===== src/rtl/core/ttsp_pkg.sv =====
// ---------------------------------------------------------------------------
// ttsp_pkg
// Types and constants shared by the turn-then-straight path timing pipeline.
// ---------------------------------------------------------------------------
package ttsp_pkg;

  // Datapath widths: CORDIC vector words, angle words, quotient and dividend.
  localparam int RW = 35;
  localparam int ZW = 34;
  localparam int QW = 27;
  localparam int DW = 64;
  localparam int TAB_LEN = 24;
  localparam int SQRT_STEPS = 32;

  // Arctangent of 2^-i, with 2^31 standing for pi.
  localparam logic [29:0] ANGLE_STEP [TAB_LEN] = '{
    30'd536870912, 30'd316933405, 30'd167458907, 30'd85004756, 30'd42667331,
    30'd21354465, 30'd10680862, 30'd5340245, 30'd2670163, 30'd1335086,
    30'd667544, 30'd333772, 30'd166886, 30'd83443, 30'd41721, 30'd20860,
    30'd10430, 30'd5215, 30'd2607, 30'd1303, 30'd651, 30'd325, 30'd162, 30'd81
  };

  localparam logic signed [ZW-1:0] HALF_PI = 34'sd1073741824;
  localparam logic signed [ZW-1:0] FULL_PI = 34'sd2147483648;

  // CORDIC gain correction in Q24, arc and line time factors, time ceiling.
  localparam logic [23:0] INV_GAIN = 24'd10188014;
  localparam logic [18:0] ARC_K    = 19'd392699;
  localparam logic [13:0] LINE_K   = 14'd15625;
  localparam logic [QW-1:0] TIME_MAX = 27'd134217727;

  // Register map, one 32-bit word per register.
  typedef enum logic [2:0] {
    REG_RIGHT_RADIUS = 3'd0,
    REG_LEFT_RADIUS  = 3'd1,
    REG_STRAIGHT_SPD = 3'd2,
    REG_CURVE_SPD    = 3'd3,
    REG_CENTER_DUTY  = 3'd4,
    REG_RIGHT_TRIM   = 3'd5,
    REG_LEFT_TRIM    = 3'd6
  } reg_idx_t;

  localparam logic [9:0]  RST_RIGHT_RADIUS = 10'd34;
  localparam logic [9:0]  RST_LEFT_RADIUS  = 10'd30;
  localparam logic [15:0] RST_STRAIGHT_SPD = 16'd3584;
  localparam logic [15:0] RST_CURVE_SPD    = 16'd3098;
  localparam logic [15:0] RST_CENTER_DUTY  = 16'd3506;
  localparam logic [15:0] RST_RIGHT_TRIM   = 16'd983;
  localparam logic [15:0] RST_LEFT_TRIM    = 16'd950;

  // Per-transaction sideband that travels beside the datapath.
  typedef struct packed {
    logic        valid;
    logic        inv;
    logic        right;
    logic        x_neg;
    logic [15:0] heading;
    logic [33:0] x_abs;
    logic [33:0] y_abs;
    logic [9:0]  rad;
    logic [31:0] line;
    logic [15:0] new_h;
    logic [15:0] duty;
    logic        sat1;
    logic        sat2;
    logic        nz1;
    logic        nz2;
  } side_t;

endpackage


===== src/rtl/core/ttsp_div_cell.sv =====
// ---------------------------------------------------------------------------
// ttsp_div_cell
// One registered restoring-division step that settles one quotient bit.
// ---------------------------------------------------------------------------
module ttsp_div_cell #(
  parameter int SHIFT = 0
) (
  input  logic                      clk,
  input  logic [ttsp_pkg::DW-1:0]   den,
  input  logic [ttsp_pkg::DW-1:0]   rem_in,
  input  logic [ttsp_pkg::QW-1:0]   q_in,
  output logic [ttsp_pkg::DW-1:0]   rem_out,
  output logic [ttsp_pkg::QW-1:0]   q_out
);

  logic [ttsp_pkg::DW-1:0] dsh;
  logic                    fits;

  // Compare against the divisor aligned to this quotient bit.
  assign dsh  = den << SHIFT;
  assign fits = rem_in >= dsh;

  always_ff @(posedge clk) begin
    if (fits) begin
      rem_out <= rem_in - dsh;
      q_out   <= q_in | (ttsp_pkg::QW'(1) << SHIFT);
    end else begin
      rem_out <= rem_in;
      q_out   <= q_in;
    end
  end

endmodule


===== config.mk =====
export PLATFORM = sky130hd
export DESIGN_NAME = ttsp_div_cell
export DESIGN_NICKNAME = d
export VERILOG_FILES = /design/src/rtl/core/ttsp_pkg.sv /design/src/rtl/core/ttsp_div_cell.sv
export SDC_FILE = /design/constraint.sdc
export NUM_CORES = 1
export LEC_CHECK = 0
export ABC_AREA = 1
export CAP_MARGIN = 20
export CORE_ASPECT_RATIO = 0.75
export CORE_UTILIZATION = 50
export CTS_BUF_LIST = sky130_fd_sc_hd__clkbuf_2
export DETAILED_ROUTE_END_ITERATION = 8
export DONT_BUFFER_PORTS = 1
export PLACE_DENSITY = 0.63
export SYNTH_ARGS = -nofsm -noshare
export SYNTH_HDL_FRONTEND = slang
export SYNTH_SLANG_ARGS = --single-unit

===== constraint.sdc =====
create_clock -name clk -period 4.4 [get_ports clk]
set_input_delay 0 -clock clk [delete_from_list [all_inputs] [get_ports clk]]
set_output_delay 0 -clock clk [all_outputs]
set_load 0.01 [all_outputs]

## Yosys cells after proc, flatten, opt, wreduce, memory -nomap -nowiden

Index checks and enable logic that the tools add are counted.

- Register bits after elaboration: 91
- Output and inout bits: 91
- Logic and storage cells: 6

- $add $sub $neg: 1
- $lt $le $gt $ge: 1
- Muxes and demuxes: 1

Operator list:

| cell | count |
|---|---|
| $ge A64 B64 Y1 | 1 |
| $mux W64 | 1 |
| $sub A64 B64 Y64 | 1 |

## Longest topological paths before layout

- Depth in word-level cells: 2
- Gate-level depth with buffers: 18
- Gate-level depth less buffers: 17

## Least setup slack after synthesis

OpenSTA, ideal clock, no wires.

- Path kind: input to register
- Start: input port rem_in[0] (netlist name)
- End: register rem_out[55] (netlist name)
- Arrival time: 1.684 ns
- Data required time: 4.287 ns
- Path slack: 2.602 ns
- Stages on the path: 18
- Buffers on the path: 1
- Cell sequence: inv_1 ha_1 fa_1 inv_1 nand3_1 nand2_2 nand2_2 nand2_4 nand2_2 nand2_2 nand2_2 nand3_2 nand2_2 nand2_4 inv_2 buf_2 nand2_1 nand2_1

- Cells in the longest elaborated chain, start to end: 2

Ends and longest elaborated chain:

| what | RTL line | source |
|---|---|---|
| start: declaration | ttsp_div_cell.sv:10 | `input logic [ttsp_pkg::DW-1:0] rem_in,` |
| $sub A64 B64 Y64 or $ge A64 B64 Y1 (tied branches) | ttsp_div_cell.sv:25, ttsp_div_cell.sv:21 |  |
| $mux W64 * | ttsp_div_cell.sv:24 | `if (fits) begin` |
| end signal: assignment | ttsp_div_cell.sv:25 | `rem_out <= rem_in - dsh;` |
| end signal: assignment | ttsp_div_cell.sv:28 | `rem_out <= rem_in;` |
| end: declaration | ttsp_div_cell.sv:12 | `output logic [ttsp_pkg::DW-1:0] rem_out,` |

Mark *: on every way between the ends. The rest lies on a longest branch, timed or not.
A chain may end at the register's enable or synchronous reset.

## Worst setup path in the final report

- Start: input port rem_in[19] (netlist name)
- End: register rem_out[24] (netlist name)

Same word-level chain as after synthesis.

==> impl_metrics.tcl <==
set metrics [dict create \
    num_io_pins 247 \
    hold_path.class "input pin to register" \
    cell_count_final_fillers_out 2153 \
    routed-via-count 11263 \
    dp.final_hpwl_um 25900 \
    detail_route.wirelength_um 38300 \
    pwr-share-comb 0.474 \
    worst_ir_drop_vdd_mv 0.176 \
    worst_setup_path_end_kind "register" \
    dpl.cell_count 1899 \
    global_route.usage.met1 0.576 \
    achievable-frequency_mhz 263 \
    tightest_slew_ns 0.988 \
    fin_crit_ns 3.80 \
    mostFrequentLayoutCell "nand2_1" \
    power_density_of_the_placed_cells_nw_per_um2 257 \
    tritoncts_clock_tree "done" \
    grt_antenna_before_repair 0 \
    worst_setup_path_start_kind "input pin" \
    power_frac_clock 0.168 \
    start_util 0.521 \
    final.setup.tns_ns 0 \
    netSwitchingFraction 0.458 \
    grt_max_degree 68 \
    sequentialPowerShare 0.359 \
    gp_routability_congestion 0.985 \
    vias_per_cell 5.23 \
    synth_edf_count 0 \
    synth_top_cells_by_area "nand2_1, dfxtp_1, inv_1" \
    grt.met3_usage 0.0994 \
    count_of_yosys_warnings_during_synthesis 0 \
    post_cts_sizing 0 \
    die_height_um 118 \
    rows 41 \
    asyncSetResetFlopFracSynth 0 \
    post-route-cell-area_um2 11700 \
    clock_path_buffers 2 \
    htree_num_levels 3 \
    power.switching_w 0.00137 \
    p_int_w 0.00162 \
    clock_sinks 91 \
    clk_pin_slew_worst_paths_ns 0.35 \
    grt.busiest_layer "met2" \
    timing.max_cap.violations 0 \
    post_synthesis_cell_area_um2 8960 \
    synth_largest_type_area_fraction 0.314 \
    cts-hold-fix-buffers 236 \
    power_w 0.00300 \
    dpl-instance-area_um2 9170 \
    worst_slack_ns 0.595 \
    final_cell_mix "nand2_1, inv_1, dlygate4sd3_1" \
    min_period_over_period 0.865 \
    cts_buffers 9 \
    drive_gt1_frac 0.0371 \
    total_leakage_power_nw 7.00 \
    core_area_um2 17200 \
    synth-seq-cells 91 \
    critPathArrivalTime_ns 4.44 \
    syn-mean-instance-area_um2 5.35 \
    number_of_nets_in_the_finished_design 2131 \
    drcViolationCount 0 \
    mappedNetlistNets 1895 \
    die_outline_area_um2 18500 \
    worstSetupPathType "input pin to register" \
    critical_path_required_ns 5.04 \
    grt.met2_usage 0.630 \
    post_cts_buffers 0 \
    result_of_the_run "completed" \
    place.port_buffers 0 \
    timing.final.setup_violations 0 \
    grt_pass1_wl_um 58300 \
    yosys.area.top_type "nand2_1" \
    drt_pre_antenna_iters 7 \
    slew_violations 0 \
    max_slew_margin 0.342 \
    ys_dominant_reg_cell "dfxtp_1" \
    grt.overflow.total 0 \
    area.growth.synth_to_final_pct 30.0 \
    clock_root_cell "clkbuf_2" \
    pre_cts_slack_ns 1.62 \
    detail_route.wl_per_cell_um 17.8 \
    worstPathMaxFanout 35 \
    ant_nets 0 \
    proportion_of_synthesized_chip_area_in_sequential_cells 0.203 \
    hold_viol 0 \
    gr-usage-all-layers 0.417 \
    grt_pass1_vias 10711 \
    yosysUniqueCellTypes 29 \
    dieWidth_um 157 \
    detailedRoute.firstIterationViolations 1414 \
    synthCells 1674 \
    rsz0062_at_grt "no" \
]
cell type report:
cell class	count	area [um2]
fill	1521	5530
multi-input combinational	1161	5500
timing repair buffer	238	2380
sequential	91	1820
inverter	409	1540
tap	236	295
clock inverter	7	76.3
clock buffer	9	45.0
antenna	2	5.00
worst max-delay path, cell delays in order:
cell and delay, ns:
dlygate4sd3_1 0.57, ha_1 0.35, nand2_1 0.22, inv_1 0.06
nand2_1 0.07, nand2_1 0.15, nand2_1 0.10, nand2_1 0.09
a21oi_1 0.20, nand3_2 0.11, nand2_2 0.08, nand2_4 0.05
inv_2 0.54, buf_4 0.44, nand2_1 0.10, dlygate4sd3_1 0.60
nand2_1 0.11, dlygate4sd3_1 0.58
sequential cells by signal (all words and copies together) (netlist names):
| register | cells |
|---|---|
| q_out | 27 |
| rem_out | 64 |
synth_stat cells, types with 3 or more instances:
library cell    n
dfxtp_1        91
inv_1         397
o21ai_0         7
ha_1           64
nor4_1          3
nor3_1          7
buf_2           9
nor2_2          6
inv_2          12
nor2_1        112
nand3_1        80
nand4_1        20
nand2_1       749
xor2_1         30
nand3_2        11
nor3_2          3
nand2_2        17
a21oi_1        41
worst paths after layout:
kind | endpoint | slack (ns) | cells after the start | start
worst min-delay path | rem_out[1] | 0.18 | 5 | den[1]
worst max-delay path | rem_out[24] | 0.60 | 18 | rem_in[19]
per-layer routing:
metal,part of all wire,up-vias,wire length (um)
li1,-,5370,-
met4,0.030,0,1160
met3,0.13,101,4860
met5,0,-,0
met2,0.41,816,15800
met1,0.43,4976,16600
power groups by stage:
stage	clock, W	sequential [W]	combinational (W)
after global placement	0	0.00108	0.000981
after CTS	0.000493	0.00106	0.00130
after floorplan	0	0.00106	0.000745
final	0.000502	0.00107	0.00142
after detailed placement	0	0.00108	0.000992
after global routing	0.000528	0.00108	0.00153
kinds of logic after synthesis:
logic type | Yosys count | synth area share
simple gates | 1014 | 0.462
buf+inv | 422 | 0.183
flops | 91 | 0.203
fa+ha+maj | 65 | 0.0916
compound gates | 51 | 0.0293
xor+xnor | 31 | 0.0303
metrics by stage:
| stage | hold slack (ns) | util |
|---|---|---|
| CTS | 0.125 | 0.678 |
| floorplan | 0.0277 | - |
| finish | 0.180 | 0.678 |
| global placement | 0.0278 | 0.533 |
| detailed placement | 0.0278 | 0.533 |
| global route | 0.174 | 0.678 |
Power figures use the tool's default switching activity.
