[src/rtl/core/ttsp_pkg.sv]
// ---------------------------------------------------------------------------
// ttsp_pkg
// Types and constants shared by the turn-then-straight path timing pipeline.
// ---------------------------------------------------------------------------
package ttsp_pkg;

  // Datapath widths: CORDIC vector words, angle words, quotient and dividend.
  localparam int RW = 35;
  localparam int ZW = 34;
  localparam int QW = 27;
  localparam int DW = 64;
  localparam int TAB_LEN = 24;
  localparam int SQRT_STEPS = 32;

  // Arctangent of 2^-i, with 2^31 standing for pi.
  localparam logic [29:0] ANGLE_STEP [TAB_LEN] = '{
    30'd536870912, 30'd316933405, 30'd167458907, 30'd85004756, 30'd42667331,
    30'd21354465, 30'd10680862, 30'd5340245, 30'd2670163, 30'd1335086,
    30'd667544, 30'd333772, 30'd166886, 30'd83443, 30'd41721, 30'd20860,
    30'd10430, 30'd5215, 30'd2607, 30'd1303, 30'd651, 30'd325, 30'd162, 30'd81
  };

  localparam logic signed [ZW-1:0] HALF_PI = 34'sd1073741824;
  localparam logic signed [ZW-1:0] FULL_PI = 34'sd2147483648;

  // CORDIC gain correction in Q24, arc and line time factors, time ceiling.
  localparam logic [23:0] INV_GAIN = 24'd10188014;
  localparam logic [18:0] ARC_K    = 19'd392699;
  localparam logic [13:0] LINE_K   = 14'd15625;
  localparam logic [QW-1:0] TIME_MAX = 27'd134217727;

  // Register map, one 32-bit word per register.
  typedef enum logic [2:0] {
    REG_RIGHT_RADIUS = 3'd0,
    REG_LEFT_RADIUS  = 3'd1,
    REG_STRAIGHT_SPD = 3'd2,
    REG_CURVE_SPD    = 3'd3,
    REG_CENTER_DUTY  = 3'd4,
    REG_RIGHT_TRIM   = 3'd5,
    REG_LEFT_TRIM    = 3'd6
  } reg_idx_t;

  localparam logic [9:0]  RST_RIGHT_RADIUS = 10'd34;
  localparam logic [9:0]  RST_LEFT_RADIUS  = 10'd30;
  localparam logic [15:0] RST_STRAIGHT_SPD = 16'd3584;
  localparam logic [15:0] RST_CURVE_SPD    = 16'd3098;
  localparam logic [15:0] RST_CENTER_DUTY  = 16'd3506;
  localparam logic [15:0] RST_RIGHT_TRIM   = 16'd983;
  localparam logic [15:0] RST_LEFT_TRIM    = 16'd950;

  // Per-transaction sideband that travels beside the datapath.
  typedef struct packed {
    logic        valid;
    logic        inv;
    logic        right;
    logic        x_neg;
    logic [15:0] heading;
    logic [33:0] x_abs;
    logic [33:0] y_abs;
    logic [9:0]  rad;
    logic [31:0] line;
    logic [15:0] new_h;
    logic [15:0] duty;
    logic        sat1;
    logic        sat2;
    logic        nz1;
    logic        nz2;
  } side_t;

endpackage

[src/rtl/core/ttsp_cordic_cell.sv]
// ---------------------------------------------------------------------------
// ttsp_cordic_cell
// One registered CORDIC micro-rotation, in rotation or vectoring mode.
// ---------------------------------------------------------------------------
module ttsp_cordic_cell #(
  parameter int STEP   = 0,
  parameter bit VECTOR = 1'b0
) (
  input  logic                             clk,
  input  logic signed [ttsp_pkg::RW-1:0]   x_in,
  input  logic signed [ttsp_pkg::RW-1:0]   y_in,
  input  logic signed [ttsp_pkg::ZW-1:0]   z_in,
  output logic signed [ttsp_pkg::RW-1:0]   x_out,
  output logic signed [ttsp_pkg::RW-1:0]   y_out,
  output logic signed [ttsp_pkg::ZW-1:0]   z_out
);

  logic signed [ttsp_pkg::RW-1:0] sx;
  logic signed [ttsp_pkg::RW-1:0] sy;
  logic signed [ttsp_pkg::ZW-1:0] ang;
  logic                           ccw;

  // Floor shifts of both coordinates and the angle of this step.
  assign sx  = x_in >>> STEP;
  assign sy  = y_in >>> STEP;
  assign ang = $signed({4'b0, ttsp_pkg::ANGLE_STEP[STEP]});

  // Rotation follows the residual angle; vectoring drives y toward zero.
  assign ccw = VECTOR ? !(y_in > 0) : (z_in >= 0);

  always_ff @(posedge clk) begin
    if (ccw) begin
      x_out <= x_in - sy;
      y_out <= y_in + sx;
      z_out <= z_in - ang;
    end else begin
      x_out <= x_in + sy;
      y_out <= y_in - sx;
      z_out <= z_in + ang;
    end
  end

endmodule

[config.mk]
export PLATFORM = sky130hd
export DESIGN_NAME = ttsp_cordic_cell
export DESIGN_NICKNAME = d
export VERILOG_FILES = /design/src/rtl/core/ttsp_pkg.sv /design/src/rtl/core/ttsp_cordic_cell.sv
export SDC_FILE = /design/constraint.sdc
export NUM_CORES = 1
export LEC_CHECK = 0
export BUFFER_PORTS_ARGS = -buffer_cell sky130_fd_sc_hd__buf_2
export CAP_MARGIN = 5
export CORE_ASPECT_RATIO = 1.25
export CORE_MARGIN = 8
export CORE_UTILIZATION = 60
export DETAILED_ROUTE_END_ITERATION = 6
export PLACE_DENSITY_LB_ADDON = 0.15
export SLEW_MARGIN = 20
export SYNTH_ARGS = -nofsm -noshare
export SYNTH_HDL_FRONTEND = slang
export SYNTH_SLANG_ARGS = --single-unit
[constraint.sdc]
create_clock -name clk -period 7.1 [get_ports clk]
set_clock_uncertainty 0.05 [all_clocks]
set_input_delay 1.42 -clock clk [delete_from_list [all_inputs] [get_ports clk]]
set_output_delay 1.42 -clock clk [all_outputs]
set_load 0.02 [all_outputs]
# == Word level (Yosys, flattened, before mapping) ==
# Index checks and enable logic that the tools add are counted.
# classes
bitwise_logic,0
shift,0
n_mux,3
reduce_logical,0
div,0
order_cmp,1
add_sub_neg,5
eq_ne,0
n_mul,0
# ops
cell,n
35-bit 2-to-1 mux,2
35-bit subtractor,2
35-bit adder,1
34-bit by 31-bit adder with 34-bit output (second input constant),1
34-bit by 1-bit greater-or-equal comparator with 1-bit output (second input constant),1
34-bit 2-to-1 mux,1
34-bit by 31-bit subtractor with 34-bit output (second input constant),1
# totals
latch_bits,0
output_inout_bits,104
n_memories,0
input_bits,105
reg_bits,104
rom_bits,0
elab_cells,12
ramBits,0

# == Logic depth before layout (Yosys ltp) ==
# depth
ltp_word,2
depth_mapped,14
ltp_nobuf,12

# == Worst setup path after synthesis ==
# Ideal clock, no wire load.
# synth_path
path_kind,input -> register
start,input x_in[0] (netlist bit)
end,register y_out[26] (netlist bit)
required_ns,6.978
setup_time_ns,0.072
n_path_buf,0
cell_stages,10
slack_ns,3.520
arrival_ns,3.459
cell_sequence,ha_1 > fa_1 > nor2b_1 > o211ai_1 > a2111oi_4 > o2111ai_2 > a21oi_2 > or3_1 > o21ai_1 > xor2_1
# synth_between
elab_chain_cells,2
word_cells_on_any_way,3
classes_between,2 x add/sub; 1 x mux
# synth_rtl
element,line,rtl
from (decl),ttsp_cordic_cell.sv:10,"input logic signed [ttsp_pkg::RW-1:0] x_in,"
35-bit subtractor or 35-bit adder (tied branches),"ttsp_cordic_cell.sv:38, ttsp_cordic_cell.sv:34",
35-bit 2-to-1 mux (*),ttsp_cordic_cell.sv:32,if (ccw) begin
to (signal assigned),ttsp_cordic_cell.sv:34,y_out <= y_in + sx;
to (signal assigned),ttsp_cordic_cell.sv:38,y_out <= y_in - sx;
to (decl),ttsp_cordic_cell.sv:14,"output logic signed [ttsp_pkg::RW-1:0] y_out,"
# Mark *: on every way between the ends. The rest lies on a longest branch, timed or not.

# == Final worst setup path ==
# layout_path
start,input z_in[33] (netlist bit)
end,register y_out[6] (netlist bit)
# layout_between
elab_chain_cells,2
# layout_rtl
element,line,rtl
from (decl),ttsp_cordic_cell.sv:12,"input logic signed [ttsp_pkg::ZW-1:0] z_in,"
34-bit by 1-bit greater-or-equal comparator with 1-bit output,ttsp_cordic_cell.sv:29,assign ccw = VECTOR ? !(y_in > 0) : (z_in >= 0);
35-bit 2-to-1 mux,ttsp_cordic_cell.sv:32,
# No other way between the ends.

==> impl_metrics.env <==
export IMPL_grt_pass1_wl_mm=47.5
export IMPL_synth_nets=1361
export IMPL_critical_path_slowest_cell="inv_2"
export IMPL_fp_dieH_microns=152
export IMPL_core_area_sq_um=14800
export IMPL_htree_levels=3
export IMPL_critPathBufInv=5
export IMPL_grt_pass1_vias=9044
export IMPL_clkSinkCount=103
export IMPL_worst_slew_pin_slew_ns=0.793
export IMPL_synth_top_area_cell="dfxtp_1"
export IMPL_irDropWorstVdd_mv=0.132
export IMPL_syn_area_per_cell_sq_um=7.80
export IMPL_synth_distinct_cells=82
export IMPL_hold_depth=1
export IMPL_tns_ns=0
export IMPL_critPathRequiredTime_ns=7.30
export IMPL_instances_no_fill=1504
export IMPL_hp_class="in -> reg"
export IMPL_place_inst=1487
export IMPL_nFillCells=1312
export IMPL_async_flop_share_pct=0
export IMPL_status="complete, no violations"
export IMPL_drt_iter0_drc=1034
export IMPL_cp_start_kind="input port"
export IMPL_die_x_microns=125
export IMPL_synthCells=1146
export IMPL_grtUsageTotal_pct=30.5
export IMPL_power_density_nw_per_um2=209
export IMPL_period_share_pct=62.0
export IMPL_min_period_ns=4.40
export IMPL_final_core_utilization_pct=69.6
export IMPL_pin_count=209
export IMPL_clk_pin_slew_ns=0.08
export IMPL_hold_ws_ns=1.12
export IMPL_finalSetupViolCount=0
export IMPL_end_kind="flop"
export IMPL_dpl_hpwl_mm=24.2
export IMPL_synth_top_area_share_pct=23.1
export IMPL_port_buffers=208
export IMPL_area_delta_synth_final_pct=15.0
export IMPL_drv_cap=0
export IMPL_hold_buffers=0
export IMPL_antenna_found_initial=1
export IMPL_power_mw=2.15
export IMPL_path_delay_family="buffers and inverters"
export IMPL_fmax_ghz=0.227
export IMPL_rsz0062_at_grt="no"
export IMPL_relSlewSlack_pct=47.1
export IMPL_detail_route_wl_per_cell_microns=20.1
export IMPL_netlist_area_sq_um=8940
export IMPL_crit_path_frequent_cell="buf_4"
export IMPL_cts_resized_gates=0
export IMPL_drc=0
export IMPL_synthTopCellsByArea="dfxtp_1 (23%), ha_1 (15%), a21oi_1 (7.0%), xnor2_1 (5.7%), inv_1 (4.6%)"
export IMPL_cts_buffers=9
export IMPL_worstPathArrival_ns=4.60
export IMPL_root_buffer="clkbuf_16"
export IMPL_layout_common_cells="buf_2 (208), a21oi_1 (125), inv_1 (108), ha_1 (106), dfxtp_1 (103)"
export IMPL_yosys_warnings=0
export IMPL_ys_flop_type="dfxtp_1"
export IMPL_cts_setup_buffers=0
export IMPL_viasPerCell=6.18
export IMPL_layout_commonest_cell="buf_2"
export IMPL_drt_first_pass_iters=6
export IMPL_grt_overflow_total=0
export IMPL_register_area_sq_um=2060
export IMPL_p_leak_nw=4.82
export IMPL_ant_nets=0
export IMPL_synth_edff_count=0
export IMPL_totalWireLength_mm=30.2
export IMPL_row_count=50
export IMPL_finalMaxSlewViolations=0
export IMPL_multiInputGateArea_sq_um=6180
export IMPL_dieArea_sq_um=19100
export IMPL_clk_path_buf_depth=2
export IMPL_layout_drive_gt1_share_pct=21.1
export IMPL_synth_seq_cells=103
export IMPL_critPathMaxStageDelay_ns=0.65
export IMPL_cts_tree="built"
export IMPL_initial_utilization_pct=60.5
export IMPL_cp_max_fo=73
export IMPL_hold_viol_final=0
export IMPL_vias=9296
export IMPL_yosysSeqAreaShare_pct=23.1
export IMPL_hold_start="z_in[16]"
export IMPL_grt_max_degree=74
export IMPL_fin_nets=1531
export IMPL_min_to="z_out[16]"
export IMPL_path_cells="buf_2, inv_1, ha_1, nor4b_1, nand4_1, nor3_1, nor2_4, buf_4, inv_2, buf_4, or3_1, o21ai_0, xnor2_1"
export IMPL_gp_congestion=1.02
export IMPL_critical_path_class="in -> reg"
## layout make-up
| class | instances | share of cell area (%) |
|---|---|---|
| Antenna cell | 1 | 0.0243 |
| Clock buffer | 9 | 2.19 |
| Clock inverter | 7 | 0.816 |
| Inverter | 117 | 4.27 |
| Multi-Input combinational cell | 875 | 60.1 |
| Sequential cell | 103 | 20.1 |
| Tap cell | 182 | 2.22 |
| Timing Repair Buffer | 210 | 10.3 |
## report_power, final
group	leakage, nW	total, mW	internal, mW	switching [mW]
sequential	0.869	0.714	0.684	0.0299
clock	0.151	0.516	0.254	0.263
combinational	3.80	0.921	0.316	0.605
## worst max-delay path by stage
stage	end	slack [ns]	from	cells past startpoint
floorplan	y_out[26]	3.52	x_in[0]	10
global placement	y_out[6]	2.51	z_in[33]	13
detailed placement	y_out[6]	2.45	z_in[33]	13
CTS	y_out[6]	2.74	z_in[33]	13
global route	y_out[6]	2.48	z_in[33]	13
finish	y_out[6]	2.70	z_in[33]	13
## state kept, by name (all words and copies together) (netlist names)
| name | count |
|---|---|
| y_out | 35 |
| x_out | 34 |
| z_out | 34 |
## routing by layer
metal  share of wire, %  vias up  track usage (%)  wire, microns
met1                 39     4285             35.8          11800
met2                 48      511             52.0          14500
li1                   -     4396                -              -
met5                  0        -                0              0
met3                8.1      104             6.16           2430
met4                4.8        0             14.4           1440
## metrics by stage
step,worst slack (ns),cell area (sq um)
3_3_place_gp,2.51,9970
2_1_floorplan,3.52,8940
4_1_cts,2.74,10300
5_1_grt,2.48,10300
3_5_place_dp,2.45,9970
6_report,2.70,10300
## synthesized netlist by cell type, drive strengths merged (5+ instances only)
cell and n:
and3 5, mux2i 9, o21bai 22, nor3 31, o211ai 20, nand2b 11
nor2 93, or3 7, buf 36, nand2 73, o21ai 91, nand3 16
a31oi 10, o31ai 13, ha 106, xnor2 58, o2111ai 10, nand4 20
a21oi 132, or2 5, inv 116, nor2b 12, a221oi 6, nor4 14
a211oi 11, o31a 5, a21o 20, xor2 7, dfxtp 103, o21a 7
clkbuf 15
## cell families after synthesis
| logic type | after synthesis | share of synthesized area, % |
|---|---|---|
| and+or+nand+nor | 301 | 16.5 |
| xor gates and xnor gates | 65 | 6.37 |
| muxes | 10 | 1.13 |
| adders and majority gates | 110 | 15.7 |
| AOI/OAI and AO/OA | 389 | 29.4 |
| buffers and inverters | 168 | 7.83 |
| DFF | 103 | 23.1 |
Power figures use the tool's default switching activity.
