`src/rtl/core/ttsp_pkg.sv`:
```
// ---------------------------------------------------------------------------
// ttsp_pkg
// Types and constants shared by the turn-then-straight path timing pipeline.
// ---------------------------------------------------------------------------
package ttsp_pkg;

  // Datapath widths: CORDIC vector words, angle words, quotient and dividend.
  localparam int RW = 35;
  localparam int ZW = 34;
  localparam int QW = 27;
  localparam int DW = 64;
  localparam int TAB_LEN = 24;
  localparam int SQRT_STEPS = 32;

  // Arctangent of 2^-i, with 2^31 standing for pi.
  localparam logic [29:0] ANGLE_STEP [TAB_LEN] = '{
    30'd536870912, 30'd316933405, 30'd167458907, 30'd85004756, 30'd42667331,
    30'd21354465, 30'd10680862, 30'd5340245, 30'd2670163, 30'd1335086,
    30'd667544, 30'd333772, 30'd166886, 30'd83443, 30'd41721, 30'd20860,
    30'd10430, 30'd5215, 30'd2607, 30'd1303, 30'd651, 30'd325, 30'd162, 30'd81
  };

  localparam logic signed [ZW-1:0] HALF_PI = 34'sd1073741824;
  localparam logic signed [ZW-1:0] FULL_PI = 34'sd2147483648;

  // CORDIC gain correction in Q24, arc and line time factors, time ceiling.
  localparam logic [23:0] INV_GAIN = 24'd10188014;
  localparam logic [18:0] ARC_K    = 19'd392699;
  localparam logic [13:0] LINE_K   = 14'd15625;
  localparam logic [QW-1:0] TIME_MAX = 27'd134217727;

  // Register map, one 32-bit word per register.
  typedef enum logic [2:0] {
    REG_RIGHT_RADIUS = 3'd0,
    REG_LEFT_RADIUS  = 3'd1,
    REG_STRAIGHT_SPD = 3'd2,
    REG_CURVE_SPD    = 3'd3,
    REG_CENTER_DUTY  = 3'd4,
    REG_RIGHT_TRIM   = 3'd5,
    REG_LEFT_TRIM    = 3'd6
  } reg_idx_t;

  localparam logic [9:0]  RST_RIGHT_RADIUS = 10'd34;
  localparam logic [9:0]  RST_LEFT_RADIUS  = 10'd30;
  localparam logic [15:0] RST_STRAIGHT_SPD = 16'd3584;
  localparam logic [15:0] RST_CURVE_SPD    = 16'd3098;
  localparam logic [15:0] RST_CENTER_DUTY  = 16'd3506;
  localparam logic [15:0] RST_RIGHT_TRIM   = 16'd983;
  localparam logic [15:0] RST_LEFT_TRIM    = 16'd950;

  // Per-transaction sideband that travels beside the datapath.
  typedef struct packed {
    logic        valid;
    logic        inv;
    logic        right;
    logic        x_neg;
    logic [15:0] heading;
    logic [33:0] x_abs;
    logic [33:0] y_abs;
    logic [9:0]  rad;
    logic [31:0] line;
    logic [15:0] new_h;
    logic [15:0] duty;
    logic        sat1;
    logic        sat2;
    logic        nz1;
    logic        nz2;
  } side_t;

endpackage

```
`src/rtl/core/ttsp_sqrt_cell.sv`:
```
// ---------------------------------------------------------------------------
// ttsp_sqrt_cell
// One registered step of the digit-by-digit integer square root.
// ---------------------------------------------------------------------------
module ttsp_sqrt_cell #(
  parameter int STEP = 0
) (
  input  logic                      clk,
  input  logic [ttsp_pkg::DW-1:0]   rem_in,
  input  logic [ttsp_pkg::DW-1:0]   root_in,
  output logic [ttsp_pkg::DW-1:0]   rem_out,
  output logic [ttsp_pkg::DW-1:0]   root_out
);

  localparam logic [ttsp_pkg::DW-1:0] BIT_VAL = 64'd1 << (62 - 2 * STEP);

  logic [ttsp_pkg::DW:0] trial;
  logic                  fits;

  // Try to take the current result bit out of the remainder.
  assign trial = {1'b0, root_in} + {1'b0, BIT_VAL};
  assign fits  = {1'b0, rem_in} >= trial;

  always_ff @(posedge clk) begin
    if (fits) begin
      rem_out  <= rem_in - trial[ttsp_pkg::DW-1:0];
      root_out <= (root_in >> 1) + BIT_VAL;
    end else begin
      rem_out  <= rem_in;
      root_out <= root_in >> 1;
    end
  end

endmodule

```
`config.mk`:
```
export PLATFORM = sky130hd
export DESIGN_NAME = ttsp_sqrt_cell
export DESIGN_NICKNAME = d
export VERILOG_FILES = /design/src/rtl/core/ttsp_pkg.sv /design/src/rtl/core/ttsp_sqrt_cell.sv
export SDC_FILE = /design/constraint.sdc
export NUM_CORES = 1
export LEC_CHECK = 0
export ABC_CLOCK_PERIOD_IN_PS = 3000
export BUFFER_PORTS_ARGS = -buffer_cell sky130_fd_sc_hd__buf_2
export CAP_MARGIN = 20
export CORE_MARGIN = 2
export CORE_UTILIZATION = 40
export DETAILED_ROUTE_END_ITERATION = 10
export PLACE_DENSITY = 0.68
export RECOVER_POWER = 50
export SLEW_MARGIN = 25
export SYNTH_ARGS = -nofsm -noshare
export SYNTH_HDL_FRONTEND = slang
export SYNTH_SLANG_ARGS = --single-unit
```
`constraint.sdc`:
```
create_clock -name clk -period 3 [get_ports clk]
set_clock_uncertainty 0.2 [all_clocks]
set_input_delay 0.15 -clock clk [delete_from_list [all_inputs] [get_ports clk]]
set_output_delay 0.15 -clock clk [all_outputs]
set_load 0.01 [all_outputs]
```
# Word-level counts from Yosys, hierarchy flattened

Index checks and enable logic that the tools add are counted.
W data, S select, Z words.

Memories: 0
Bits in read-only memories: 0
Flip-flop bits (word level): 128
Bits of input ports: 129
RAM bits: 0
Latch bits: 0

Add/sub/neg operators: 3
Bitwise gates (word level): 0
Reduce and logical (&&, ||, !) cells: 0
Multipliers: 0
Equality and inequality tests: 0
Mux-type cells: 2
Magnitude comparators: 1
Shift operators: 0
Div/mod/pow operators: 0

Operator list:

| kind                     | count |
|---|---|
| $add A64 B63 Y65 const B | 1 |
| $ge A64 B65 Y1           | 1 |
| $add A63 B63 Y64 const B | 1 |
| $mux W64                 | 1 |
| $sub A64 B64 Y64         | 1 |
| $mux W63                 | 1 |

# Longest topological paths before layout

Gate-level depths: netlist (run 1).

Depth in word-level cells: 3
Mapped depth: 15
Depth with buffers taken out: 12

# Least setup slack after synthesis (run 1)

Ideal clock, no wire load.

Path kind: input to register
Start point: input port root_in[19] (netlist name)
End point: register rem_out[54] (netlist name)
Stages: 13
Setup slack: -79 ps
Arrival time: 2758 ps
Library setup time: 121 ps
Cells stage by stage: inv_1 > ha_1 > clkbuf_1 > nand4_1 > nor3_1 > o311ai_2 > a31o_1 > a21o_1 > a211oi_4 > or2_1 > buf_4 > buf_6 > mux2_2

Word-level cells in the longest chain between the ends: 3

RTL lines:

| item                                               | RTL line                                   | source |
|---|---|---|
| from (decl)                                        | ttsp_sqrt_cell.sv:10                       | `input logic [ttsp_pkg::DW-1:0] root_in,` |
| $add A64 B63 Y65 *                                 | ttsp_sqrt_cell.sv:21                       | `assign trial = {1'b0, root_in} + {1'b0, BIT_VAL};` |
| $sub A64 B64 Y64 or $ge A64 B65 Y1 (tied branches) | ttsp_sqrt_cell.sv:26, ttsp_sqrt_cell.sv:22 |  |
| $mux W64 *                                         | ttsp_sqrt_cell.sv:25                       | `if (fits) begin` |
| to (signal assigned)                               | ttsp_sqrt_cell.sv:26                       | `rem_out <= rem_in - trial[ttsp_pkg::DW-1:0];` |
| to (signal assigned)                               | ttsp_sqrt_cell.sv:29                       | `rem_out <= rem_in;` |
| to (decl)                                          | ttsp_sqrt_cell.sv:11                       | `output logic [ttsp_pkg::DW-1:0] rem_out,` |

Mark *: on every way between the ends. The rest lies on a longest branch, timed or not.
A chain may end at the register's enable or synchronous reset.

# Worst setup path in the final report (run 1)

Start point: input port root_in[22] (netlist name)
End point: register rem_out[51] (netlist name)

Same word-level chain as after synthesis.

==> results of run 1 <==
[cells by family after synthesis]
group | after synthesis
buf+inv | 123
simple gates | 230
compound gates | 272
xor+xnor | 51
fa+ha+maj | 66
flops | 128
mux | 47
[placed cells by master (no fill, tap or decap), drive strengths merged, types with 4 or more instances in the layout]
cell type,n
inv,89
mux2i,4
xnor2,36
a21oi,105
nor2,50
dfxtp,128
nand3,15
ha,65
nor3,29
o21bai,19
mux2,43
a31o,4
a31oi,9
o21ai,42
nor3b,4
and4,5
or3,5
o21a,13
and2,6
nor2b,5
o31ai,4
buf,348
bufinv,4
xor2,15
clkbuf,118
dlygate4sd3,126
and3,13
nand4,16
nor4,4
o211ai,14
nand2,68
a21o,25
a211oi,5
or2,4
[worst min-delay path, stage by stage]
cell and delay, ns:
buf_2 0.09, nor3_1 0.06, a21oi_1 0.11
[flip-flops by register name, summed over array words and instances (netlist names)]
| name | count |
|---|---|
| rem_out | 64 |
| root_out | 64 |
[through the flow]
stage / instances / TNS (ns) / total power [mW]
floorplan: 917 / 0 / 3.07
global placement: 1575 / -10.34 / 3.90
detailed placement: 1575 / -15.36 / 3.93
CTS: 1733 / 0 / 6.36
global route: 1746 / -0.0638 / 6.81
finish: 1746 / 0 / 6.51
[per-layer routing]
metal	vias to the layer above	track usage [%]
li1	4392	-
met1	4247	33.7
met2	343	45.4
met3	70	5.30
met4	0	10.5
met5	-	0
[power breakdown]
group	internal (mW)	total (mW)	switching, mW	leakage, nW
clock network	1.50	2.32	0.822	0.311
logic	1.08	2.22	1.14	4.61
registers	1.91	1.97	0.0612	1.08
total	4.49	6.51	2.02	6.00
[cell type report]
type	count	area (um^2)
Fill cell	1523	6070
Multi-Input combinational cell	666	4910
Timing Repair Buffer	571	3970
Sequential cell	128	2560
Clock buffer	23	498
Inverter	89	334
Tap cell	260	325
Clock inverter	9	153
[worst max-delay path by stage]
stage	startpoint	endpoint	slack, ns	depth (start not counted)
floorplan	root_in[9]	rem_out[10]	0.006	13
global placement	rem_in[9]	rem_out[37]	-0.23	12
detailed placement	root_in[9]	rem_out[32]	-0.32	13
CTS	root_in[53]	rem_out[54]	0.02	13
global route	root_in[22]	rem_out[51]	-0.01	14
finish	root_in[22]	rem_out[51]	0.03	14
[what timing repair did]
| item | 4_1_cts | 5_1_grt |
|---|---|---|
| hold endpoints to repair | 128 | 3 |
| endpoints found under the setup margin | 0 | 66 |
| resized for setup | 0 | 49 |
| hold buffers | 126 | 2 |
| setup buffers | 0 | 8 |
==> impl_metrics.toml, run 1 <==
[power]
peakVddDrop_mv = 0.429
pwr_density_cell_nw_per_um2 = 510
p_leak_nw = 6.00

[setup_path]
crit_path_max_fanout = 4
cp.required_ns = 3.11
arrival_ns = 3.09
max_stage_delay_ns = 0.41
crit_top_cell = "buf_4"
cp_slowest_cell = "a222oi_1"
path_cells = "clkbuf_1, inv_1, ha_1, a21oi_1, o21ai_0, a222oi_1, buf_4, and3_1, a211oi_2, buf_4, or2_2, a21boi_0, xnor2_1, mux2_1"
cp-end-kind = "flop"
crit_path_start_kind = "input port"
path_buf_inv = 4
path_delay_family = "compound AO/OA/AOI/OAI gates"
path_class = "in -> reg"

[clock_tree]
ctsRootBufferMaster = "clkbuf_16"
cts-htree-levels = 4
cts_buffers = 17
clockBufferDepth = 2
cts_num_sinks = 128
clk_pin_slew_ns = 0.06
cts_tree = "built"

[placement]
place_area_um2 = 10600
gp_congestion = 0.903
post-dp-hpwl_mm = 20.1
port_buffers = 256
pre_cts_ws_ns = -0.320

[synthesis]
synth_edf_count = 0
synth_largest_area_cell = "dfxtp_1"
syn_avg_cell_area_um2 = 8.45
synthFlopType = "dfxtp_1"
synth_compound_area_share_pct = 22.8
ys_ff_latch = 128
synth_cells = 917
yosys-top-cells-count = "dfxtp_1, a21oi_1, inv_1, nand2_1, ha_1"
synth_fa_ha_area_share_pct = 10.8
async_flop_share_pct = 0
synth_top_cell_area_share_pct = 33.1
syn_area_um2 = 7750
synthesis.nets = 1112
netlist_top_cells_area = "dfxtp_1, ha_1, a21oi_1"
muxShareOfSynthArea_pct = 6.77
yosysSeqAreaShare_pct = 33.1
synth_simple_gate_area_share_pct = 14.4
ys_types = 71
synth_top_family_by_area = "compound AO/OA/AOI/OAI gates"
synth.most_common_cell = "dfxtp_1"
synth_xor_area_share_pct = 5.77
yosysWarningCount = 0

[worst_hold_path]
min_from = "rem_in[0]"
hold_class = "in -> reg"
hold_path_depth = 3
hold_end = "rem_out[0]"

[floorplan]
start_util_pct = 41.1
die_x_um = 143
ioPinCount = 257
coreArea_um2 = 18800
die_h_um = 143
fp.dieArea_um2 = 20500
row_count = 50

[sta]
worst_pin_slew_ns = 0.529
min_period_ns = 2.97
holdWs_ns = -0.179
relSlewSlack_pct = 64.6
fin_crit_sh_pct = 99.2
maxSlewViolCount = 0
fmax_mhz = 336
finalHoldViolations = 1
setup_ws_ns = 0.0251
finalSetupViolCount = 0

[final_layout]
final_nets = 1668
insertedDiodeCount = 0
final_area_um2 = 12800
fin_util_pct = 67.8
drive_gt1_share_pct = 29.9
syn2layout_area_growth_pct = 64.7

[drt]
wl_per_cell_um = 16.7
wl_met2_mm = 13.7
vias_per_cell = 5.18
vias = 9052
top_layer_used = "met4"
drt_pre_antenna_iters = 5
drt_iter0_markers = 573
drc = 0
met1_length_mm = 12.7
met3WireLength_mm = 1.89
drt_wl_total_mm = 29.2
final_antenna_net_count = 0

[global_route]
overflow = 0
antenna_found_initial = 0
grt_pass1_wl_mm = 43.9
grt_usage_pct = 26.9
first_global_vias = 9037
grt_max_degree = 34

[outcome]
status = "finished, violations left"
violations = "hold timing"

[run]
maxCapViolations = 0
Power figures use the tool's default switching activity.
==> inputs of run 2 (changes only) <==
--- a/config.mk
+++ b/config.mk
@@ -5,13 +5,13 @@
 export SDC_FILE = /design/constraint.sdc
 export NUM_CORES = 1
 export LEC_CHECK = 0
-export ABC_CLOCK_PERIOD_IN_PS = 3000
 export BUFFER_PORTS_ARGS = -buffer_cell sky130_fd_sc_hd__buf_2
 export CAP_MARGIN = 20
 export CORE_MARGIN = 2
-export CORE_UTILIZATION = 40
+export CORE_UTILIZATION = 45
+export CTS_CLUSTER_DIAMETER = 40
 export DETAILED_ROUTE_END_ITERATION = 10
-export PLACE_DENSITY = 0.68
+export PLACE_DENSITY = 0.75
 export RECOVER_POWER = 50
 export SLEW_MARGIN = 25
 export SYNTH_ARGS = -nofsm -noshare
==> run 2 against run 1 <==
Sequential power barely moved. Non-clock buffer count is 7 higher. Wire length increased by 8.1%. Utilization grew 8.0 points. Hold slack got worse by 0.0074 ns. Fmax about the same. Final area fell by 0.83%. Sequential cell count unchanged. Sequential share of layout area rose by 0.17 points. Cell count fell by 1.9%. The run still ends with hold timing left.
==> impl_metrics.toml, run 2 (synthesis gave the netlist of run 1 again) <==
[outcome]
status = "finished, violations left"
violations = "hold timing"

[clock_tree]
ctsRootBufferMaster = "clkbuf_16"
cts-htree-levels = 4
cts_num_sinks = 128
cts_buffers = 17
clk_pin_slew_ns = 0.06
cts_tree = "built"
clockBufferDepth = 2

[sta]
fin_crit_sh_pct = 99.1
fmax_mhz = 336
finalHoldViolations = 1
finalSetupViolCount = 0
min_period_ns = 2.97
holdWs_ns = -0.186
maxSlewViolCount = 0
relSlewSlack_pct = 64.3
setup_ws_ns = 0.0271
worst_pin_slew_ns = 0.533
tns_ns = 0

[final_layout]
layout_common_cells = "buf_4, buf_2, dfxtp_1, dlygate4sd3_1, a21oi_1"
insertedDiodeCount = 0
final_nets = 1675
fin_util_pct = 75.8
drive_gt1_share_pct = 29.8
reg_top3 = "rem_out x64, root_out x64"
final_common_cell = "buf_4"
syn2layout_area_growth_pct = 63.3
instances_no_fill = 1712
final_area_um2 = 12700

[global_route]
antenna_found_initial = 0
grt_max_degree = 47
grt_usage_pct = 32.0
grt_pass1_wl_mm = 46.4
first_global_vias = 9412
overflow = 0

[drt]
wl_per_cell_um = 18.4
vias = 9457
vias_per_cell = 5.52
final_antenna_net_count = 0
drt_iter0_markers = 922
drt_wl_total_mm = 31.5
drc = 0
drt_pre_antenna_iters = 6

[power]
switching_share_pct = 32.5
seqPwrFrac_pct = 31.1
power_frac_clock_pct = 32.5
power.total_mw = 6.35
pwr_density_cell_nw_per_um2 = 502
peakVddDrop_mv = 0.415
p_leak_nw = 6.05
p_int_mw = 4.29
combPwrFrac_pct = 36.4
switching_power_mw = 2.07

[setup_path]
crit_path_start_kind = "input port"
path_cells = "buf_2, ha_1, a21oi_1, o21ai_0, a222oi_1, buf_4, and3_1, a211oi_1, buf_4, or2_2, a21boi_0, xnor2_1, mux2_4"
crit_top_cell = "buf_4"
max_stage_delay_ns = 0.42
path_class = "in -> reg"
crit_path_max_fanout = 5
cp-end-kind = "flop"
cp_slowest_cell = "a222oi_1"
cp.required_ns = 3.12
arrival_ns = 3.09

[placement]
place_area_um2 = 10500
dp.cells = 1540
gp_congestion = 0.902
post-dp-hpwl_mm = 20.2
port_buffers = 256
pre_cts_ws_ns = -0.376

[floorplan]
row_count = 47
start_util_pct = 46.4
die_x_um = 135
coreArea_um2 = 16700
ioPinCount = 257
fp.dieArea_um2 = 18300
die_h_um = 135

[run]
maxCapViolations = 0

[worst_hold_path]
hold_class = "in -> reg"
-- run 2: cell types whose count changed in the layout (fill, tap and decap cells not counted), sizes merged --
cell,change
clkinvlp,+1
bufinv,-2
buf,+6
clkdlybuf4s25,-1
clkinv,+3
dlygate4sd3,-1
-- run 2: worst max-delay path: cells and delay by family --
| family | cells | cell delay (ns) |
|---|---|---|
| muxes | 1 | 0.26 |
| adders and majority gates | 1 | 0.37 |
| and+or+nand+nor | 2 | 0.53 |
| buffers and inverters | 3 | 0.44 |
| AOI/OAI and AO/OA | 5 | 1.23 |
| xor gates and xnor gates | 1 | 0.10 |
-- run 2: final cells by class --
cell class | count | area (um^2)
Clock inverter | 11 | 115
Sequential cell | 128 | 2560
Tap cell | 220 | 275
Multi-Input combinational cell | 666 | 4870
Clock buffer | 20 | 457
Inverter | 89 | 334
Fill cell | 1160 | 4050
Timing Repair Buffer | 578 | 4040
-- run 2: power by group through the flow --
stage,clock network [mW],logic (mW),registers [mW]
detailed placement,0,1.93,2.00
floorplan,0,0.960,2.11
CTS,2.06,2.08,1.97
global route,2.15,2.47,1.99
global placement,0,1.90,2.00
finish,2.07,2.31,1.98
-- run 2: final timing paths --
kind / start / to / slack (ns) / depth (start not counted)
worst max-delay path: rem_in[22] / rem_out[51] / 0.03 / 13
worst min-delay path: rem_in[0] / rem_out[0] / -0.19 / 3
-- run 2: layer usage --
| layer | wire length [um] | GRT usage (%) | vias to the layer above |
|---|---|---|---|
| met5 | 0 | 0 | - |
| met4 | 1480 | 13.8 | 0 |
| met3 | 2370 | 7.03 | 137 |
| met2 | 15300 | 56.6 | 511 |
| met1 | 12400 | 37.1 | 4405 |
| li1 | - | - | 4404 |
-- run 2: repair_timing --
action / CTS / global route
hold endpoints to repair: 127 / 2
setup buffers: 0 / 10
hold buffers: 125 / 1
setup endpoints to repair: 0 / 55
gates resized for setup: 0 / 50
==> inputs of run 3 (changes only) <==
--- a/config.mk
+++ b/config.mk
@@ -5,9 +5,8 @@
 export SDC_FILE = /design/constraint.sdc
 export NUM_CORES = 1
 export LEC_CHECK = 0
-export BUFFER_PORTS_ARGS = -buffer_cell sky130_fd_sc_hd__buf_2
+export BUFFER_PORTS_ARGS = -buffer_cell sky130_fd_sc_hd__buf_4
 export CAP_MARGIN = 20
-export CORE_MARGIN = 2
 export CORE_UTILIZATION = 45
 export CTS_CLUSTER_DIAMETER = 40
 export DETAILED_ROUTE_END_ITERATION = 10
==> run 3 against run 2 <==
Power grew 0.58%. Highest routed layer unchanged. Global-route usage rose by 1.8 points. Hold slack better by 0.20 ns. Sequential power hardly changed. Sequential cell count is the same. Critical path depth is 2 higher. The flow now finishes without violations. Fmax grew 0.96%. Wire length rose by 1.5%.
==> impl_metrics.toml, run 3 (synthesis gave the netlist of run 1 again) <==
[outcome]
status = "finished clean"

[final_layout]
syn2layout_area_growth_pct = 67.9
fillers = 1132
final_common_cell = "buf_4"
regArea_um2 = 2560
final_nets = 1663
drive_gt1_share_pct = 29.8
reg_top3 = "rem_out x64, root_out x64"
multi_input_area_um2 = 4900
insertedDiodeCount = 0
layout_common_cells = "buf_4, dfxtp_1, dlygate4sd3_1, a21oi_1, inv_1"

[setup_path]
path_class = "in -> reg"
arrival_ns = 3.07
cp.required_ns = 3.13
cp-end-kind = "flop"
crit_path_start_kind = "input port"
crit_path_max_fanout = 8

[sta]
worst_pin_slew_ns = 0.553
setup_ws_ns = 0.0553
finalSetupViolCount = 0
finalHoldViolations = 0
fin_crit_sh_pct = 98.2
min_period_ns = 2.94
fmax_mhz = 340
maxSlewViolCount = 0
relSlewSlack_pct = 62.7

[drt]
vias = 9476
wl_per_cell_um = 18.8
drt_pre_antenna_iters = 6
vias_per_cell = 5.57
drt_iter0_markers = 879
drt_wl_total_mm = 32.0
final_antenna_net_count = 0
drc = 0

[global_route]
overflow = 0
grt_pass1_wl_mm = 47.3
first_global_vias = 9432
grt_max_degree = 35
antenna_found_initial = 0
grt_usage_pct = 33.8

[run]
maxCapViolations = 0

[worst_hold_path]
hold_end = "rem_out[57]"
hold_path_depth = 3
hold_class = "in -> reg"
min_from = "rem_in[57]"

[power]
power.total_mw = 6.39
p_int_mw = 4.31
seqPwrFrac_pct = 31.0
p_leak_nw = 6.11
switching_share_pct = 32.6
pwr_density_cell_nw_per_um2 = 491
combPwrFrac_pct = 37.0
peakVddDrop_mv = 0.430
power_frac_clock_pct = 32.0
switching_power_mw = 2.08

[placement]
pre_cts_ws_ns = -0.366
port_buffers = 256
gp_congestion = 0.933
post-dp-hpwl_mm = 20.2

[clock_tree]
cts-htree-levels = 4
ctsRootBufferMaster = "clkbuf_16"
cts_num_sinks = 128
clockBufferDepth = 2
cts_buffers = 17
clk_pin_slew_ns = 0.06
cts_tree = "built"

[floorplan]
coreArea_um2 = 16700
fp.dieArea_um2 = 17700
row_count = 47
die_x_um = 133
ioPinCount = 257
die_h_um = 133
start_util_pct = 46.4
-- run 3: final cells by class --
type	count	area share, %
inverter	89	2.57
multi-input combinational	666	37.7
sequential	128	19.7
timing repair buffer	566	33.5
clock buffer	23	3.75
tap	220	2.12
clock inverter	9	0.635
-- run 3: repair_timing --
item | CTS | global route
endpoints found under the setup margin | 0 | 66
hold buffers | 122 | 5
gates resized for setup | 0 | 51
endpoints found under the hold margin | 126 | 3
buffers inserted | 0 | 7
-- run 3: how the worst max path moves through the flow --
| stage | start | end | slack, ns |
|---|---|---|---|
| 2_1_floorplan | root_in[9] | rem_out[10] | 0.006 |
| 3_3_place_gp | rem_in[22] | rem_out[59] | -0.29 |
| 3_5_place_dp | rem_in[9] | rem_out[45] | -0.37 |
| 4_1_cts | root_in[62] | rem_out[22] | 0.009 |
| 5_1_grt | root_in[6] | root_out[63] | -0.05 |
| 6_report | root_in[50] | root_out[63] | 0.06 |
-- run 3: power by group through the flow --
| stage | Sequential (mW) | Clock, mW | Combinational (mW) |
|---|---|---|---|
| after CTS | 1.98 | 2.03 | 2.23 |
| after global routing | 2.00 | 2.11 | 2.52 |
| after detailed placement | 2.01 | 0 | 2.08 |
| after floorplan | 2.11 | 0 | 0.960 |
| after global placement | 2.01 | 0 | 2.05 |
| final | 1.98 | 2.04 | 2.37 |
-- run 3: critical path: stages --
cell and delay (ns):
dlygate4sd3_1 0.53, buf_4 0.11, inv_1 0.03, ha_1 0.31, a21oi_2 0.16, o21ai_1 0.10
a21oi_1 0.14, o21ai_0 0.11, a21oi_2 0.30, a211oi_4 0.11, or2_4 0.35, clkbuf_16 0.21
buf_4 0.17, buf_4 0.14, and2_1 0.15
-- run 3: through the flow --
step	cell area (um^2)	utilization, %	TNS [ns]	cells	hold slack (ns)
4_1_cts	12900	77.3	0	1685	-0.268
6_report	13000	77.9	0	1701	0.0168
2_1_floorplan	7780	-	0	917	-0.0223
3_5_place_dp	11100	66.6	-17.44	1531	0.0640
3_3_place_gp	11100	66.6	-11.52	1531	0.0638
5_1_grt	13000	77.9	-0.288	1701	0.0470
-- run 3: metal layers --
metal | track usage [%] | routed length (um) | vias up
met5 | 0 | 0 | -
met4 | 15.2 | 1380 | 0
met3 | 7.23 | 2710 | 132
met2 | 60.5 | 15900 | 558
met1 | 38.4 | 12000 | 4414
li1 | - | - | 4372
